### src/nvmq_pkg.sv
// Shared types, codes and constants for the NVMe I/O queue pair host block.
// No dependencies; every other file in src imports this package.
`timescale 1ns / 1ps
`default_nettype none

package nvmq_pkg;

  // Queue sizing; pointers are as wide as the depth needs.
  localparam int QUEUE_DEPTH = 8;
  localparam int PTR_W       = (QUEUE_DEPTH > 1) ? $clog2(QUEUE_DEPTH) : 1;
  localparam int DB_W        = 3;
  localparam int DB_EXT_W    = PTR_W + DB_W;

  localparam int IN_DATA_W   = 104;
  localparam int OUT_DATA_W  = 248;
  localparam int CFG_IDX_W   = 3;
  localparam int CFG_DATA_W  = 64;

  localparam logic [4:0]  PAGE_PAIR_SECTORS = 5'd16;
  localparam logic [15:0] ONE_PAGE_SECTORS  = 16'd8;
  localparam logic [63:0] PAGE_BYTES        = 64'd4096;
  localparam logic [31:0] WAIT_SATURATED    = 32'hFFFF_FFFF;
  localparam logic [31:0] TIMEOUT_RESET     = 32'd200000000;

  typedef enum logic [1:0] {
    OP_SUBMIT   = 2'd0,
    OP_COMPLETE = 2'd1,
    OP_TICK     = 2'd2,
    OP_UNUSED   = 2'd3
  } op_t;

  typedef enum logic [2:0] {
    EV_ISSUED    = 3'd0,
    EV_REJECTED  = 3'd1,
    EV_DONE_OK   = 3'd2,
    EV_DONE_ERR  = 3'd3,
    EV_TIMED_OUT = 3'd4
  } event_t;

  localparam logic [1:0] CMD_WRITE = 2'd1;
  localparam logic [1:0] CMD_READ  = 2'd2;

  typedef enum logic [CFG_IDX_W-1:0] {
    REG_IO_ENABLED   = 3'd0,
    REG_CAPACITY     = 3'd1,
    REG_SECTOR_LIMIT = 3'd2,
    REG_BOUNCE_BASE  = 3'd3,
    REG_TIMEOUT      = 3'd4
  } reg_idx_t;

  typedef struct packed {
    logic        io_enabled;
    logic [63:0] capacity_sectors;
    logic [4:0]  sector_limit;
    logic [63:0] bounce_base;
    logic [31:0] timeout_ticks;
  } cfg_t;

  typedef struct packed {
    logic [1:0]  opcode;
    logic [63:0] lba;
    logic [15:0] count;
    logic        is_write;
    logic [15:0] cqe_status;
  } item_t;

  typedef struct packed {
    logic [2:0]  event_res;
    logic [1:0]  sqe_opcode;
    logic [15:0] command_id;
    logic [63:0] prp_first;
    logic [63:0] prp_second;
    logic [63:0] start_block;
    logic [15:0] block_count_minus_one;
    logic [2:0]  sq_doorbell_value;
    logic [2:0]  cq_doorbell_value;
    logic [14:0] status_field;
  } result_t;

  function automatic logic [PTR_W-1:0] ptr_inc(input logic [PTR_W-1:0] ptr);
    logic [PTR_W-1:0] res;
    if (ptr == PTR_W'(QUEUE_DEPTH - 1)) begin
      res = '0;
    end else begin
      res = ptr + PTR_W'(1);
    end
    return res;
  endfunction

  // Doorbell fields report the pointer modulo eight.
  function automatic logic [DB_W-1:0] doorbell(input logic [PTR_W-1:0] ptr);
    logic [DB_EXT_W-1:0] ext;
    ext = DB_EXT_W'(ptr);
    return ext[DB_W-1:0];
  endfunction

endpackage

`default_nettype wire

### src/nvme_io_queue_pair_host.sv
// Host side of one NVMe I/O queue pair with one command in flight.
// A result is registered: the input register loads at the transfer edge and
// the result register loads when the decision logic retires the item.
// Throughput: one item per cycle while the result register can take each
// result; the input register refills in the same cycle the decision logic
// retires. Reset (rst, synchronous, active high) clears pointers, command
// id, busy and wait counter, sets the expected phase and restores config.
`timescale 1ns / 1ps
`default_nettype none

module nvme_io_queue_pair_host
  import nvmq_pkg::*;
(
  input  wire logic                  clk,
  input  wire logic                  rst,
  input  wire logic                  cfg_we,
  input  wire logic [CFG_IDX_W-1:0]  cfg_index,
  input  wire logic [CFG_DATA_W-1:0] cfg_data,
  input  wire logic                  s_tvalid,
  output logic                       s_tready,
  // lba[63:0], count[79:64], is_write[80], cqe_status[96:81], zero fill
  input  wire logic [IN_DATA_W-1:0]  s_tdata,
  // opcode[1:0]
  input  wire logic [1:0]            s_tuser,
  output logic                       m_tvalid,
  input  wire logic                  m_tready,
  // sqe_opcode[1:0], command_id[17:2], prp_first[81:18], prp_second[145:82],
  // start_block[209:146], block_count_minus_one[225:210],
  // sq_doorbell_value[228:226], cq_doorbell_value[231:229],
  // status_field[246:232], zero fill
  output logic [OUT_DATA_W-1:0]      m_tdata,
  // event_res[2:0]
  output logic [2:0]                 m_tuser
);

  cfg_t    cfg;
  item_t   in_item, item;
  logic    item_valid, advance, has_result, can_load, in_load;
  result_t result, res;

  always_ff @(posedge clk) begin
    if (rst) begin
      cfg.io_enabled       <= 1'b0;
      cfg.capacity_sectors <= '0;
      cfg.sector_limit     <= PAGE_PAIR_SECTORS;
      cfg.bounce_base      <= '0;
      cfg.timeout_ticks    <= TIMEOUT_RESET;
    end else if (cfg_we) begin
      case (reg_idx_t'(cfg_index))
        REG_IO_ENABLED:   cfg.io_enabled       <= cfg_data[0];
        REG_CAPACITY:     cfg.capacity_sectors <= cfg_data;
        REG_SECTOR_LIMIT: cfg.sector_limit     <= cfg_data[4:0];
        REG_BOUNCE_BASE:  cfg.bounce_base      <= cfg_data;
        REG_TIMEOUT:      cfg.timeout_ticks    <= cfg_data[31:0];
        default: begin
        end
      endcase
    end
  end

  always_comb begin
    in_item.opcode     = s_tuser;
    in_item.lba        = s_tdata[63:0];
    in_item.count      = s_tdata[79:64];
    in_item.is_write   = s_tdata[80];
    in_item.cqe_status = s_tdata[96:81];
  end

  // An item retires when it produces no result or the result register frees up.
  assign advance  = item_valid && (!has_result || can_load);
  assign s_tready = !item_valid || advance;
  assign in_load  = s_tvalid && s_tready;

  nvmq_in_stage u_in (
    .clk       (clk),
    .rst       (rst),
    .load      (in_load),
    .load_item (in_item),
    .advance   (advance),
    .item_valid(item_valid),
    .item      (item)
  );

  nvmq_engine u_engine (
    .clk       (clk),
    .rst       (rst),
    .cfg       (cfg),
    .item      (item),
    .item_valid(item_valid),
    .advance   (advance),
    .has_result(has_result),
    .result    (result)
  );

  nvmq_out_stage u_out (
    .clk        (clk),
    .rst        (rst),
    .load       (advance && has_result),
    .load_result(result),
    .taken      (m_tready),
    .can_load   (can_load),
    .res_valid  (m_tvalid),
    .res        (res)
  );

  assign m_tuser = res.event_res;
  assign m_tdata = {1'b0,
                    res.status_field,
                    res.cq_doorbell_value,
                    res.sq_doorbell_value,
                    res.block_count_minus_one,
                    res.start_block,
                    res.prp_second,
                    res.prp_first,
                    res.command_id,
                    res.sqe_opcode};

endmodule

`default_nettype wire

### src/nvmq_in_stage.sv
// Input register for the queue pair host: holds one accepted item.
// Depends on nvmq_pkg.
`timescale 1ns / 1ps
`default_nettype none

module nvmq_in_stage
  import nvmq_pkg::*;
(
  input  wire logic  clk,
  input  wire logic  rst,
  input  wire logic  load,
  input  wire item_t load_item,
  input  wire logic  advance,
  output logic       item_valid,
  output item_t      item
);

  always_ff @(posedge clk) begin
    if (rst) begin
      item_valid <= 1'b0;
    end else if (load) begin
      item_valid <= 1'b1;
    end else if (advance) begin
      item_valid <= 1'b0;
    end
    if (load) begin
      item <= load_item;
    end
  end

endmodule

`default_nettype wire

### src/nvmq_engine.sv
// Queue pair state and per-item decision logic: submit checks, completion
// phase tracking and the wait timer. Depends on nvmq_pkg.
`timescale 1ns / 1ps
`default_nettype none

module nvmq_engine
  import nvmq_pkg::*;
(
  input  wire logic  clk,
  input  wire logic  rst,
  input  wire cfg_t  cfg,
  input  wire item_t item,
  input  wire logic  item_valid,
  input  wire logic  advance,
  output logic       has_result,
  output result_t    result
);

  logic [PTR_W-1:0] sub_tail, sub_tail_next;
  logic [PTR_W-1:0] comp_head, comp_head_next;
  logic             expected_phase, expected_phase_next;
  logic [15:0]      next_command_id, next_command_id_next;
  logic             busy, busy_next;
  logic [31:0]      wait_count, wait_count_next;

  logic [4:0]  limit;
  logic [63:0] room;
  logic        submit_ok;
  logic [31:0] wait_inc;
  logic [14:0] st;

  always_comb begin
    limit = (cfg.sector_limit < PAGE_PAIR_SECTORS) ? cfg.sector_limit : PAGE_PAIR_SECTORS;
    room  = cfg.capacity_sectors - item.lba;
    submit_ok = cfg.io_enabled && (item.count != 16'd0) && (item.count[15:5] == 11'd0) &&
                (item.count[4:0] <= limit) && (item.lba < cfg.capacity_sectors) &&
                ({48'd0, item.count} <= room) && !busy;
    wait_inc = (wait_count == WAIT_SATURATED) ? wait_count : wait_count + 32'd1;
    st = item.cqe_status[15:1];

    sub_tail_next        = sub_tail;
    comp_head_next       = comp_head;
    expected_phase_next  = expected_phase;
    next_command_id_next = next_command_id;
    busy_next            = busy;
    wait_count_next      = wait_count;
    has_result           = 1'b0;
    result               = '0;

    case (op_t'(item.opcode))
      OP_SUBMIT: begin
        has_result = 1'b1;
        if (submit_ok) begin
          sub_tail_next               = ptr_inc(sub_tail);
          next_command_id_next        = next_command_id + 16'd1;
          busy_next                   = 1'b1;
          wait_count_next             = '0;
          result.event_res            = EV_ISSUED;
          result.sqe_opcode           = item.is_write ? CMD_WRITE : CMD_READ;
          result.command_id           = next_command_id;
          result.prp_first            = cfg.bounce_base;
          // More than one page of 512-byte sectors needs the second pointer.
          result.prp_second           = (item.count > ONE_PAGE_SECTORS) ?
                                        cfg.bounce_base + PAGE_BYTES : 64'd0;
          result.start_block          = item.lba;
          result.block_count_minus_one = item.count - 16'd1;
          result.sq_doorbell_value    = doorbell(sub_tail_next);
        end else begin
          result.event_res = EV_REJECTED;
        end
      end
      OP_COMPLETE: begin
        if (busy && (item.cqe_status[0] == expected_phase)) begin
          has_result     = 1'b1;
          comp_head_next = ptr_inc(comp_head);
          if (comp_head_next == '0) begin
            expected_phase_next = ~expected_phase;
          end
          busy_next                = 1'b0;
          wait_count_next          = '0;
          result.event_res         = (st == 15'd0) ? EV_DONE_OK : EV_DONE_ERR;
          result.command_id        = next_command_id - 16'd1;
          result.cq_doorbell_value = doorbell(comp_head_next);
          result.status_field      = st;
        end
      end
      OP_TICK: begin
        if (busy) begin
          if (wait_inc >= cfg.timeout_ticks) begin
            has_result        = 1'b1;
            busy_next         = 1'b0;
            wait_count_next   = '0;
            result.event_res  = EV_TIMED_OUT;
            result.command_id = next_command_id - 16'd1;
          end else begin
            wait_count_next = wait_inc;
          end
        end
      end
      default: begin
      end
    endcase

    if (!item_valid) begin
      has_result = 1'b0;
    end
  end

  always_ff @(posedge clk) begin
    if (rst) begin
      sub_tail        <= '0;
      comp_head       <= '0;
      expected_phase  <= 1'b1;
      next_command_id <= '0;
      busy            <= 1'b0;
      wait_count      <= '0;
    end else if (advance) begin
      sub_tail        <= sub_tail_next;
      comp_head       <= comp_head_next;
      expected_phase  <= expected_phase_next;
      next_command_id <= next_command_id_next;
      busy            <= busy_next;
      wait_count      <= wait_count_next;
    end
  end

endmodule

`default_nettype wire

### src/nvmq_out_stage.sv
// Result register for the queue pair host: holds one result until the
// downstream side takes it. Depends on nvmq_pkg.
`timescale 1ns / 1ps
`default_nettype none

module nvmq_out_stage
  import nvmq_pkg::*;
(
  input  wire logic    clk,
  input  wire logic    rst,
  input  wire logic    load,
  input  wire result_t load_result,
  input  wire logic    taken,
  output logic         can_load,
  output logic         res_valid,
  output result_t      res
);

  assign can_load = !res_valid || taken;

  always_ff @(posedge clk) begin
    if (rst) begin
      res_valid <= 1'b0;
    end else if (load) begin
      res_valid <= 1'b1;
    end else if (taken) begin
      res_valid <= 1'b0;
    end
    if (load) begin
      res <= load_result;
    end
  end

endmodule

`default_nettype wire

### config.mk
export PLATFORM = sky130hd
export DESIGN_NAME = nvme_io_queue_pair_host
export DESIGN_NICKNAME = d
export VERILOG_FILES = /design/src/nvmq_pkg.sv /design/src/nvme_io_queue_pair_host.sv /design/src/nvmq_in_stage.sv /design/src/nvmq_engine.sv /design/src/nvmq_out_stage.sv
export SDC_FILE = /design/constraint.sdc
export NUM_CORES = 1
export LEC_CHECK = 0
export CORE_ASPECT_RATIO = 2
export CORE_UTILIZATION = 50
export DETAILED_ROUTE_END_ITERATION = 10
export DONT_BUFFER_PORTS = 1
export PLACE_DENSITY = 0.69
export SYNTH_ARGS = -nofsm -noshare
export SYNTH_HDL_FRONTEND = slang
export SYNTH_SLANG_ARGS = --single-unit
### constraint.sdc
create_clock -name clk -period 43.7 [get_ports clk]
set_input_delay 4.37 -clock clk [delete_from_list [all_inputs] [get_ports clk]]
set_output_delay 4.37 -clock clk [all_outputs]
set_load 0.02 [all_outputs]
* Word level (Yosys, flattened, before mapping) *
Index checks and enable logic that the tools add are counted.

storage, ports and cells
  flip-flop bits (word level) = 573
  bits in latches = 0
  bits in writable memories = 0
  memory bits (read-only) = 0
  input bits = 178
  output and inout bits = 253
  word-level logic and storage cells = 133
  memories kept = 0

cells by class
  $add $sub $neg = 8
  $mul = 0
  divide/modulo/power cells = 0
  order comparisons = 6
  eq/ne operators = 13
  shift operators = 0
  multiplexer cells = 38
  bitwise operators = 1
  reduce and logical (&&, ||, !) cells = 39

operator list
  cell                      count
  $mux W227                 1
  $mux W32                  5
  $pmux W32 S3              1
  $add A64 B13 Y64 const B  1
  $le A16 B64 Y1            1
  $lt A64 B64 Y1            1
  $mux W64                  1
  $sub A64 B64 Y64          1
  $mux W16                  3
  $pmux W16 S3              1
  $add A32 B1 Y32 const B   1
  $eq A32 B32 Y1 const B    1
  $ge A32 B32 Y1            1
  $sub A16 B1 Y16 const B   2
  $mux W3                   7
  $add A16 B1 Y16 const B   1
  $gt A16 B4 Y1 const B     1
  $reduce_bool A16 Y1       1
  $logic_not A15 Y1         1
  $mux W1                   14
  $reduce_and A2 Y1         7
  $logic_not A11 Y1         1
  $logic_and A1 B1 Y1       10
  $eq A3 B3 Y1 const B      3
  other kinds (23)          38

* Longest topological paths before layout *
Gate-level depths: netlist of the first run.

  depth in word-level cells = 13
  mapped depth = 25
  mapped depth without buffers = 23

* By module *
From an unflattened synthesis of the first run, not the netlist that was laid out.

unflattened totals
  cells, all modules = 3,121
  area, all modules = 31,328.8 um^2

modules (own cells, without submodules)
  module                   times used  cells each  area an instance (um^2)  seq. area each (um^2)
  nvmq_engine              1           2,129       13,918.3                 1,121.1
  nvmq_out_stage           1           254         7,553.5                  7,527.2
  nvme_io_queue_pair_host  1           635         6,845.3                  3,323.2
  nvmq_in_stage            1           103         3,011.6                  2,992.9

* Worst setup path before layout of the first run *
OpenSTA, ideal clock, no wires.

  path kind = input port to flip-flop
  start point = input port m_tready
  end point = register, netlist name u_out.res[0]
  library setup time = 0.946 ns
  arrival time = 16.645 ns
  data required time = 42.754 ns
  path slack = 26.109 ns
  cell stages on the path = 3
  buffers on the path = 0
  path through = nand2b_1 nand2_1 a21oi_1

on the way
  longest elaborated chain between the ends = 4

RTL lines
  element               line                           text
  start, declared       nvme_io_queue_pair_host.sv:26  input wire logic m_tready,
  $logic_or A1 B1 Y1    nvmq_out_stage.sv:19           assign can_load = !res_valid || taken;
  $logic_or A1 B1 Y1    nvme_io_queue_pair_host.sv:70  assign advance = item_valid && (!has_result || can_load);
  $logic_and A1 B1 Y1   nvme_io_queue_pair_host.sv:70
  $logic_and A1 B1 Y1   nvme_io_queue_pair_host.sv:98  .load (advance && has_result),
  named net u_out.load  nvmq_out_stage.sv:11           input wire logic load,

The timed path passes the listed nets, and every way through them passes these cells.
A chain may end at the register's enable or synchronous reset.

* Final worst setup path of the first run *
  start point = register u_engine.wait_count[8]
  end point = output port s_tready

on the way
  longest elaborated chain between the ends = 11
  elaborated cells on any way between the ends = 12
  those cells by class = 1 x add/sub; 1 x order compare; 1 x eq/ne; 5 x mux; 4 x reduce/logical

RTL lines
  element                                                   line                           text
  start, declared                                           nvmq_engine.sv:24              logic [31:0] wait_count, wait_count_next;
  start signal, assigned                                    nvmq_engine.sv:123             wait_count <= wait_count_next;
  $add A32 B1 Y32 / $eq A32 B32 Y1 (equally long branches)  nvmq_engine.sv:38              wait_inc = (wait_count == WAIT_SATURATED) ? wait_count : wait_count + 32'd1;
  $mux W32 *                                                nvmq_engine.sv:38
  $ge A32 B32 Y1 *                                          nvmq_engine.sv:89              if (wait_inc >= cfg.timeout_ticks) begin
  $mux W1 *                                                 nvmq_engine.sv:89
  $mux W1 *                                                 nvmq_engine.sv:88              if (busy) begin
  $pmux W1 S3 *                                             nvmq_engine.sv:50              case (op_t'(item.opcode))
  $mux W1 *                                                 nvmq_engine.sv:104             if (!item_valid) begin
  $logic_not A1 Y1 *                                        nvme_io_queue_pair_host.sv:70
  $logic_or A1 B1 Y1 *                                      nvme_io_queue_pair_host.sv:70
  $logic_and A1 B1 Y1 *                                     nvme_io_queue_pair_host.sv:70
  $logic_or A1 B1 Y1 *                                      nvme_io_queue_pair_host.sv:71  assign s_tready = !item_valid || advance;
  end, declared                                             nvme_io_queue_pair_host.sv:20  output logic s_tready,

Mark *: on every way between the ends. The rest lies on a longest branch, timed or not.

==> impl_metrics.py, run 1 <==
metrics = {
    "worst_setup_path": {
        "arrival_ps": 5930,
        "cp.required_ps": 39330,
        "critPathKind": "reg2out",
        "rrSetupSlack_ps": 36240,
        "crit_path_end_kind": "output port",
        "cp-start-kind": "flip-flop",
        "cp_max_fo": 9,
    },
    "placement": {
        "routabilityCongestion": 1.04,
        "postPlaceCellArea_mm2": 0.0297,
        "portBuffers": 0,
        "dp.cells": 3708,
        "place_hpwl_um": 78600,
    },
    "pwr": {
        "power_frac_clock_pct": 42.3,
        "p_leak_nw": 10.6,
        "ir_worst_vdd_uv": 40.2,
        "power.total_mw": 1.18,
        "seq_power_share_pct": 51.2,
        "comb_power_share_pct": 6.5,
        "p_int_mw": 0.896,
        "swShare_pct": 23.9,
        "p_per_area_mw_per_mm2": 37.3,
        "p_sw_mw": 0.281,
    },
    "detailed_routing": {
        "dr.first_iter.drc_count": 1942,
        "drc_errors": 0,
        "route.detailed.wl_per_inst_um": 26.9,
        "wirelength_um": 102000,
        "vias": 23700,
        "ant_nets": 0,
        "vias_per_cell": 6.21,
        "dr.pass1.iters": 6,
    },
    "clock_network": {
        "post_cts_buffers": 0,
        "cts_hold_buf": 0,
        "cts_sinks": 573,
        "cts_resized": 0,
        "clockBufferDepth": 3,
        "cts_buffers": 50,
        "tritoncts": "yes",
        "htreeDepth": 2,
        "clkTransAtPathRegs_ps": 60,
        "insertion_delay_ps": 620,
        "cts_root_buf": "clkbuf_16",
    },
    "timing": {
        "worst_pin_slew_ps": 1400,
        "rsz0062_at_grt": "false",
        "report.final.slew_viol_count": 0,
        "fmax_mhz": 97.1,
        "hold_violations": 0,
        "finalSetupViolCount": 0,
        "finClkSkew_ps": 38.4,
        "max_slew_margin_pct": 6.60,
        "post-route-min-period_ps": 10300,
        "post-route-period-util_pct": 23.6,
        "tns_ps": 0,
    },
    "finish": {
        "layout_common_cells": "nand2_1 (508), edfxtp_1 (349), a21oi_1 (303), dfxtp_1 (224), nor2_1 (199)",
        "instances_no_fill": 3808,
        "layout_commonest_cell": "nand2_1",
        "fin_area_mm2": 0.0315,
        "final_layout_size_suffix_gt1_share_pct": 4.70,
        "fin_util_pct": 54.4,
        "fillers": 5160,
        "layout.nets": 3305,
        "areaGrowthSynthToFinish_pct": 7.72,
    },
    "grt": {
        "grt_max_degree": 197,
        "grt_pass1_wl_um": 148000,
        "grt_usage_pct": 33.7,
        "antenna_found_initial": 1,
        "grt_pass1_vias": 23200,
        "grt_overflow_total": 0,
    },
    "logic_synthesis": {
        "synth_edf_count": 349,
        "synth_ff_type": "edfxtp_1",
        "syn_inst": 3093,
        "synth.yosys.seq_area_share_pct": 51.1,
        "syn_area_per_cell_um2": 9.47,
        "synth_largest_area_cell": "edfxtp_1",
        "synth_fp_nets": 3400,
        "syn-cell-area_mm2": 0.0293,
        "synth_top_area_share_pct": 35.8,
        "async_reset_ff_share_pct": 0,
        "ys_warn_count": 0,
        "yosys-top-cells-area": "edfxtp_1 (36%), dfxtp_1 (15%), nand2_1 (6.5%)",
        "ys_types": 89,
        "ys_ff_latch": 573,
    },
    "die": {
        "die_w_um": 173,
        "row_count": 125,
        "io_pins": 431,
        "die_area_mm2": 0.0596,
        "fp.dieH_um": 344,
        "core-area_mm2": 0.0580,
        "initial_core_util_pct": 50.5,
    },
    "job": {
        "maxCapViolCount": 0,
    },
    "outcome": {
        "outcome": "completed",
    },
    "min_path": {
        "hold_class": "reg2reg",
    },
}
worst paths after layout:
| check | from | to | cells past startpoint |
|---|---|---|---|
| max | u_engine.wait_count[8] | s_tready | 20 |
| min | cfg[28] | cfg[28] | 2 |
| max reg2reg | u_in.item[33] | u_out.res[75] | 23 |
| min reg2reg | cfg[28] | cfg[28] | 2 |
sequential cells by signal, summed over array words and instances, names as in the netlist:
register / flops
u_engine.comp_head: 3
u_out.res_valid: 1
u_engine.expected_phase: 1
u_engine.wait_count: 32
u_in.item: 99
u_out.res: 250
u_engine.busy: 1
u_engine.sub_tail: 3
cfg: 166
u_engine.next_command_id: 16
u_in.item_valid: 1
per-stage QoR:
stage | setup WS, ps | hold slack, ps
3_3_place_gp | 34140 | 438
5_1_grt | 32990 | 465
4_1_cts | 33420 | 449
6_report | 33400 | 448
2_1_floorplan | 26110 | 436
3_5_place_dp | 34120 | 440
power by group through the flow:
stage | logic (mW) | registers, mW | clock network, mW
4_1_cts | 0.0756 | 0.603 | 0.502
3_3_place_gp | 0.0738 | 0.614 | 0
6_report | 0.0768 | 0.603 | 0.498
3_5_place_dp | 0.0752 | 0.615 | 0
5_1_grt | 0.0828 | 0.604 | 0.522
2_1_floorplan | 0.0534 | 0.613 | 0
critical path, cell delays in order (launching register included):
cell      delay (ps)
dfxtp_1          480
and4_1           330
nand4_1          150
nor3_1           150
nand2_1           80
nor3_1           810
nor3_1           270
nand4_1          270
nor2_1            90
xor2_1           250
ha_1             310
a22o_1           180
nor4_1           370
o21ai_0          160
a21oi_1          350
o211ai_1         170
buf_4            190
nand2_1          110
o21ai_1          100
o21ai_0          230
or2_2            250
cells by family after synthesis:
logic type / share of synthesized area (%)
mux: 0.560
compound gates: 14.6
simple gates: 20.2
fa+ha+maj: 5.54
other cells: 0.0128
flops: 51.1
buf+inv: 4.48
xor+xnor: 3.56
area by class of cell:
class	count	area (µm²)	area share, %
flip-flops and latches	573	15000	47.4
multi-input cells	2205	13100	41.4
clock buffers	64	1400	4.43
well taps	762	953	3.02
inverters	150	563	1.78
clock inverters	30	455	1.44
repair buffers	18	148	0.468
diodes	6	15.0	0.0476
synthesized netlist by cell type, drive strengths merged (66+ instances only):
library cell and instances:
edfxtp 349, nand2 511, nor2 200, nor3 151, a21oi 307, ha 128
clkbuf 124, nand4 74, dfxtp 224, o21ai 130, and2 66, inv 150
xnor2 70
routing by layer:
layer  vias up  global-route usage (%)  share of wire [%]
li1      10900                       -                  -
met1     11400                    31.9                 32
met2      1035                    64.2                 53
met3       299                    6.03                6.0
met4         0                    25.4                8.4
met5         -                       0                  0
(Power assumes the default switching activity.)
==> run 2, diff against run 1 <==
--- a/config.mk
+++ b/config.mk
@@ -5,11 +5,12 @@
 export SDC_FILE = /design/constraint.sdc
 export NUM_CORES = 1
 export LEC_CHECK = 0
+export ABC_AREA = 1
 export CORE_ASPECT_RATIO = 2
 export CORE_UTILIZATION = 50
 export DETAILED_ROUTE_END_ITERATION = 10
 export DONT_BUFFER_PORTS = 1
-export PLACE_DENSITY = 0.69
+export PLACE_DENSITY = 0.72
 export SYNTH_ARGS = -nofsm -noshare
 export SYNTH_HDL_FRONTEND = slang
 export SYNTH_SLANG_ARGS = --single-unit
==> constraint.sdc (replaced) <==
create_clock -name clk -period 8.74 [get_ports clk]
set_input_delay 0.874 -clock clk [delete_from_list [all_inputs] [get_ports clk]]
set_output_delay 0.874 -clock clk [all_outputs]
set_load 0.02 [all_outputs]
==> impl_metrics.py, run 2 <==
metrics = {
    "worst_setup_path": {
        "r2r_end": "u_engine.wait_count[15]",
        "reg2reg_depth": 28,
        "rr_startpoint": "u_engine.wait_count[1]",
        "critPathKind": "reg2reg",
        "critPathMaxStageDelay_ps": 520,
        "path_common_cell": "nand2_1",
        "arrival_ps": 7210,
        "worstSetupStartpoint": "u_engine.wait_count[1]",
        "cp_slowest_cell": "nor4_1",
        "rrSetupSlack_ps": 2040,
        "cp-start-kind": "flip-flop",
        "crit_path_end_kind": "flip-flop",
        "cp.required_ps": 9250,
        "cp_max_fo": 45,
    },
    "pwr": {
        "p_per_area_mw_per_mm2": 177,
        "p_sw_mw": 1.52,
        "swShare_pct": 25.9,
        "ir_worst_vdd_uv": 238,
        "power_frac_clock_pct": 39.5,
        "p_leak_nw": 14.8,
        "seq_power_share_pct": 51.2,
        "p_int_mw": 4.35,
        "comb_power_share_pct": 9.3,
        "power.total_mw": 5.87,
    },
    "logic_synthesis": {
        "syn_inst": 3977,
        "synth_largest_area_cell": "edfxtp_1",
        "synth.yosys.seq_area_share_pct": 48.5,
        "ys_warn_count": 0,
        "synth_fp_nets": 4284,
        "yosys-top-cells-area": "edfxtp_1 (34%), dfxtp_1 (15%), nand2_1 (11%)",
        "synth_top_area_share_pct": 34.0,
        "synth_edf_count": 349,
        "async_reset_ff_share_pct": 0,
        "synth_most_common_cell": "nand2_1",
        "ys_ff_latch": 573,
        "synth_ff_type": "edfxtp_1",
        "ys_types": 55,
        "syn_area_per_cell_um2": 7.76,
        "syn-cell-area_mm2": 0.0309,
        "synth_common_cells": "nand2_1 (919), nor2_1 (664), inv_1 (650), edfxtp_1 (349), dfxtp_1 (224)",
    },
    "timing": {
        "report.final.slew_viol_count": 0,
        "finClkSkew_ps": 35.7,
        "tns_ps": 0,
        "max_slew_margin_pct": 25.0,
        "worst_pin_slew_ps": 1120,
        "post-route-min-period_ps": 6700,
        "finalWorstSetupSlack_ps": 2040,
        "fmax_mhz": 149,
        "hold_ws_ps": 338,
        "hold_violations": 0,
        "finalSetupViolCount": 0,
        "rsz0062_at_grt": "false",
        "post-route-period-util_pct": 76.6,
    },
    "clock_network": {
        "cts_buffers": 49,
        "cts_sinks": 573,
        "clockBufferDepth": 3,
        "cts_hold_buf": 0,
        "cts_resized": 0,
        "clkTransAtPathRegs_ps": 80,
        "cts_root_buf": "clkbuf_16",
        "htreeDepth": 2,
        "post_cts_buffers": 0,
        "insertion_delay_ps": 620,
        "tritoncts": "yes",
    },
    "outcome": {
        "outcome": "completed",
    },
    "die": {
        "die_area_mm2": 0.0628,
        "row_count": 128,
        "fp.dieH_um": 353,
        "initial_core_util_pct": 50.6,
        "core-area_mm2": 0.0610,
        "io_pins": 431,
        "die_w_um": 178,
    },
    "placement": {
        "place_hpwl_um": 82000,
        "portBuffers": 0,
        "routabilityCongestion": 1.06,
        "dp_slack_ps": 2090,
    },
    "detailed_routing": {
        "vias_per_cell": 5.52,
        "dr.pass1.iters": 6,
        "drc_errors": 0,
        "ant_nets": 0,
        "dr.first_iter.drc_count": 2070,
        "wirelength_um": 105000,
        "route.detailed.wl_per_inst_um": 22.0,
        "vias": 26300,
    },
    "min_path": {
        "whs_endpoint": "cfg[165]",
        "min_from": "rst",
        "holdPathStages": 1,
        "hold_class": "in2reg",
    },
    "job": {
        "maxCapViolCount": 0,
    },
    "finish": {
        "layout.nets": 4250,
        "areaGrowthSynthToFinish_pct": 7.72,
        "largest_reg_flops": 250,
        "layout_common_cells": "nand2_1 (919), nor2_1 (663), inv_1 (648), edfxtp_1 (349), dfxtp_1 (224)",
        "reg.largest.list": "u_out.res: 250 flops, cfg: 166 flops, u_in.item: 99 flops",
        "layout_commonest_cell": "nand2_1",
        "top_register": "u_out.res",
        "final_layout_size_suffix_gt1_share_pct": 4.04,
    },
    "grt": {
        "grt_max_degree": 161,
        "antenna_found_initial": 7,
        "grt_usage_pct": 33.3,
        "grt_pass1_wl_um": 153000,
        "grt_pass1_vias": 26000,
        "grt_overflow_total": 0,
    },
}
[run 2: cell families (layout without fill, tap and decap cells)]
family,count (synthesis),count (layout),share of synthesized area (%)
XOR/XNOR,61,61,1.73
buffers and inverters,770,776,9.63
adder cells (fa/ha/maj),129,129,5.25
AO/OA/AOI/OAI,462,462,7.93
other,1,4,0.0121
AND/OR/NAND/NOR,1981,1981,27.0
flip-flops,573,573,48.5
[run 2: critical path: cells and delay by family (launching register included)]
family / cells / cell delay, ps
flip-flops: 1 / 350
buffers and inverters: 4 / 850
XOR/XNOR: 1 / 210
AND/OR/NAND/NOR: 21 / 4650
adder cells (fa/ha/maj): 2 / 480
[run 2: layout make-up]
cell class              count  area (µm²)
inverters                 669        2520
well taps                 780         976
flip-flops and latches    573       15000
clock buffers              57        1270
repair buffers             16         145
multi-input cells        2634       13000
clock inverters            34         400
diodes                      3        7.51
fillers                  5729       27800
[run 2: per-layer routing]
metal  vias up  global-route usage (%)  share of wire [%]
met5         -                       0              0.026
met2      1097                    60.2                 51
met4         4                    26.7                8.9
met3       346                    5.90                6.7
li1      12700                       -                  -
met1     12200                    32.8                 34
[run 2: worst max path at each step]
stage	end	depth (start not counted)	slack, ps
global placement	u_engine.wait_count[15]	28	2210
global route	u_engine.wait_count[12]	28	1390
detailed placement	u_engine.wait_count[15]	28	2090
floorplan	u_out.res[0]	23	1380
CTS	u_engine.wait_count[15]	28	2070
finish	u_engine.wait_count[15]	28	2040
[run 2: power by group through the flow]
stage          combinational [mW]  clock (mW)  sequential [mW]
4_1_cts                     0.539        2.35             3.00
6_report                    0.545        2.32             3.00
5_1_grt                     0.606        2.44             3.01
3_3_place_gp                0.529           0             3.06
2_1_floorplan               0.374           0             3.05
3_5_place_dp                0.537           0             3.06
[run 2: per-stage QoR]
step | area [µm²] | util, % | instances
CTS | 33200 | 54.5 | 4763
detailed placement | 31600 | 51.7 | 4672
finish | 33200 | 54.5 | 4766
global route | 33200 | 54.5 | 4764
global placement | 31600 | 51.7 | 4672
floorplan | 30900 | - | 3977
==> run 3, diff against run 2 <==
--- a/config.mk
+++ b/config.mk
@@ -10,7 +10,7 @@
 export CORE_UTILIZATION = 50
 export DETAILED_ROUTE_END_ITERATION = 10
 export DONT_BUFFER_PORTS = 1
-export PLACE_DENSITY = 0.72
+export PLACE_DENSITY = 0.69
 export SYNTH_ARGS = -nofsm -noshare
 export SYNTH_HDL_FRONTEND = slang
 export SYNTH_SLANG_ARGS = --single-unit
==> constraint.sdc (replaced) <==
create_clock -name clk -period 6.4 [get_ports clk]
set_input_delay 0.64 -clock clk [delete_from_list [all_inputs] [get_ports clk]]
set_output_delay 0.64 -clock clk [all_outputs]
set_load 0.02 [all_outputs]
==> impl_metrics.py, run 3 (synthesized netlist as in run 2, its figures left out) <==
metrics = {
    "finish": {
        "layout.nets": 4265,
        "largest_reg_flops": 250,
        "layout_common_cells": "nand2_1 (918), nor2_1 (662), inv_1 (646), edfxtp_1 (349), dfxtp_1 (222)",
        "top_register": "u_out.res",
        "layout_commonest_cell": "nand2_1",
        "reg.largest.list": "u_out.res: 250 flops, cfg: 166 flops, u_in.item: 99 flops",
        "areaGrowthSynthToFinish_pct": 9.00,
        "final_layout_size_suffix_gt1_share_pct": 4.85,
        "layout.area.seq_mm2": 0.0150,
        "instances_no_fill": 4787,
        "fillers": 5704,
        "multi_input_area_mm2": 0.0130,
        "fin_util_pct": 55.1,
    },
    "worst_setup_path": {
        "r2r_end": "u_engine.wait_count[14]",
        "rrSetupSlack_ps": 770,
        "path_cells": "ha_4 -> nand4_1 -> nor4_2 -> nand2_1 -> nor3_1 -> nand2_1 -> nand3_2 -> nor3_2 -> nand2_1 -> xor2_1 -> inv_1 -> ha_1 -> nand2_1 -> nor2_1 -> nand2_1 -> nor4_2 -> nand4_1 -> nand4_1 -> nand2_1 -> nand3_1 -> nand3_1",
        "rr_startpoint": "u_engine.wait_count[0]",
        "path_common_cell": "nand2_1",
        "worstSetupStartpoint": "u_engine.wait_count[0]",
        "cp_max_fo": 6,
        "cp.required_ps": 5760,
        "critPathMaxStageDelay_ps": 470,
        "path_depth": 21,
        "reg2reg_depth": 28,
        "arrival_ps": 5030,
        "path_buf_inv": 1,
        "critPathTopFamily": "simple AND/OR/NAND/NOR gates",
        "critPathKind": "reg2out",
        "cp_slowest_cell": "nor4_2",
        "cp-start-kind": "flip-flop",
        "crit_end": "s_tready",
        "crit_path_end_kind": "output port",
    },
    "clock_network": {
        "tritoncts": "yes",
        "htreeDepth": 2,
        "cts_root_buf": "clkbuf_16",
        "insertion_delay_ps": 630,
        "clockBufferDepth": 3,
        "cts_resized": 0,
        "cts_sinks": 573,
        "clkTransAtPathRegs_ps": 70,
        "cts_buffers": 49,
        "cts_hold_buf": 0,
        "post_cts_buffers": 0,
    },
    "pwr": {
        "p_leak_nw": 15.0,
        "p_per_area_mw_per_mm2": 243,
        "ir_worst_vdd_uv": 266,
    },
    "detailed_routing": {
        "vias_per_cell": 5.43,
        "drc_errors": 0,
        "route.detailed.wl_per_inst_um": 22.2,
        "dr.pass1.iters": 5,
        "dr.first_iter.drc_count": 1808,
        "vias": 26000,
        "ant_nets": 0,
        "wirelength_um": 106000,
    },
    "grt": {
        "use_met2_pct": 62.5,
        "use_met3_pct": 5.45,
        "met1_usage_pct": 32.3,
        "grt_pass1_wl_um": 155000,
        "grt_overflow_total": 0,
        "antenna_found_initial": 5,
        "grt_pass1_vias": 25600,
        "grt_max_degree": 153,
        "grt-busiest-layer": "met2",
        "grt_usage_pct": 33.9,
    },
    "timing": {
        "post-route-min-period_ps": 5670,
        "finalSetupViolCount": 0,
        "post-route-period-util_pct": 88.6,
        "fmax_mhz": 176,
        "worst_pin_slew_ps": 1040,
        "max_slew_margin_pct": 30.4,
        "rsz0062_at_grt": "false",
        "hold_violations": 0,
        "report.final.slew_viol_count": 0,
        "finClkSkew_ps": 36.0,
    },
    "min_path": {
        "hold_class": "in2reg",
    },
    "die": {
        "fp.dieH_um": 353,
        "row_count": 128,
        "die_area_mm2": 0.0628,
        "die_w_um": 178,
        "io_pins": 431,
        "initial_core_util_pct": 50.6,
        "core-area_mm2": 0.0610,
    },
    "placement": {
        "place_hpwl_um": 85400,
        "dp.cells": 4687,
        "routabilityCongestion": 1.03,
        "portBuffers": 0,
    },
    "outcome": {
        "outcome": "completed",
    },
    "job": {
        "maxCapViolCount": 0,
    },
}
run 3: cell count changes in the layout (fill, tap and decap cells not counted), moves of 5 or more:
cell       change
clkinv_1       -6
buf_12         +5
diode_2        +5
clkbuf_16      +6
buf_4         +10
run 3: layer usage:
metal  wire (µm)  part of all wire [%]
met5           0                     0
met4       10100                   9.5
met3        5500                   5.2
met2       55200                    52
met1       35600                    33
run 3: how the worst min path moves through the flow:
stage	startpoint	end	slack, ps	depth (start not counted)
2_1_floorplan	cfg[96]	cfg[96]	430	2
3_3_place_gp	cfg[28]	cfg[28]	450	2
3_5_place_dp	cfg[4]	cfg[4]	450	2
4_1_cts	rst	u_engine.next_command_id[9]	60	1
5_1_grt	rst	u_out.res_valid	60	1
6_report	rst	u_out.res_valid	80	1
run 3: power breakdown:
group / internal, mW / switching, mW / total [mW]
Sequential: 4.01 / 0.0983 / 4.10
Combinational: 0.217 / 0.545 / 0.762
Clock: 1.90 / 1.42 / 3.32
run 3: worst register-to-register path: cells and delay by family (launching register included):
kind,cells,cell delay (ps)
fa+ha+maj,2,420
buf+inv,2,320
simple gates,23,4220
flops,1,360
xor+xnor,1,190
run 3: cell type report:
cell class,instances,area share (%)
Clock inverter,22,0.948
Clock buffer,70,4.39
Tap cell,780,2.90
Inverter,669,7.48
Multi-Input combinational cell,2634,38.8
Timing Repair Buffer,31,0.952
Sequential cell,573,44.5
Antenna cell,8,0.0595
run 3: through the flow:
| step | instance area (µm²) | TNS, ps | hold WS (ps) | worst slack, ps | power [mW] |
|---|---|---|---|---|---|
| 2_1_floorplan | 30900 | -166490 | 430 | -664 | 4.67 |
| 3_3_place_gp | 31800 | 0 | 449 | 1000 | 4.93 |
| 3_5_place_dp | 31800 | 0 | 455 | 903 | 4.94 |
| 4_1_cts | 33600 | 0 | 55.4 | 810 | 8.21 |
| 5_1_grt | 33600 | 0 | 60.6 | 383 | 8.45 |
| 6_report | 33600 | 0 | 75.4 | 727 | 8.19 |
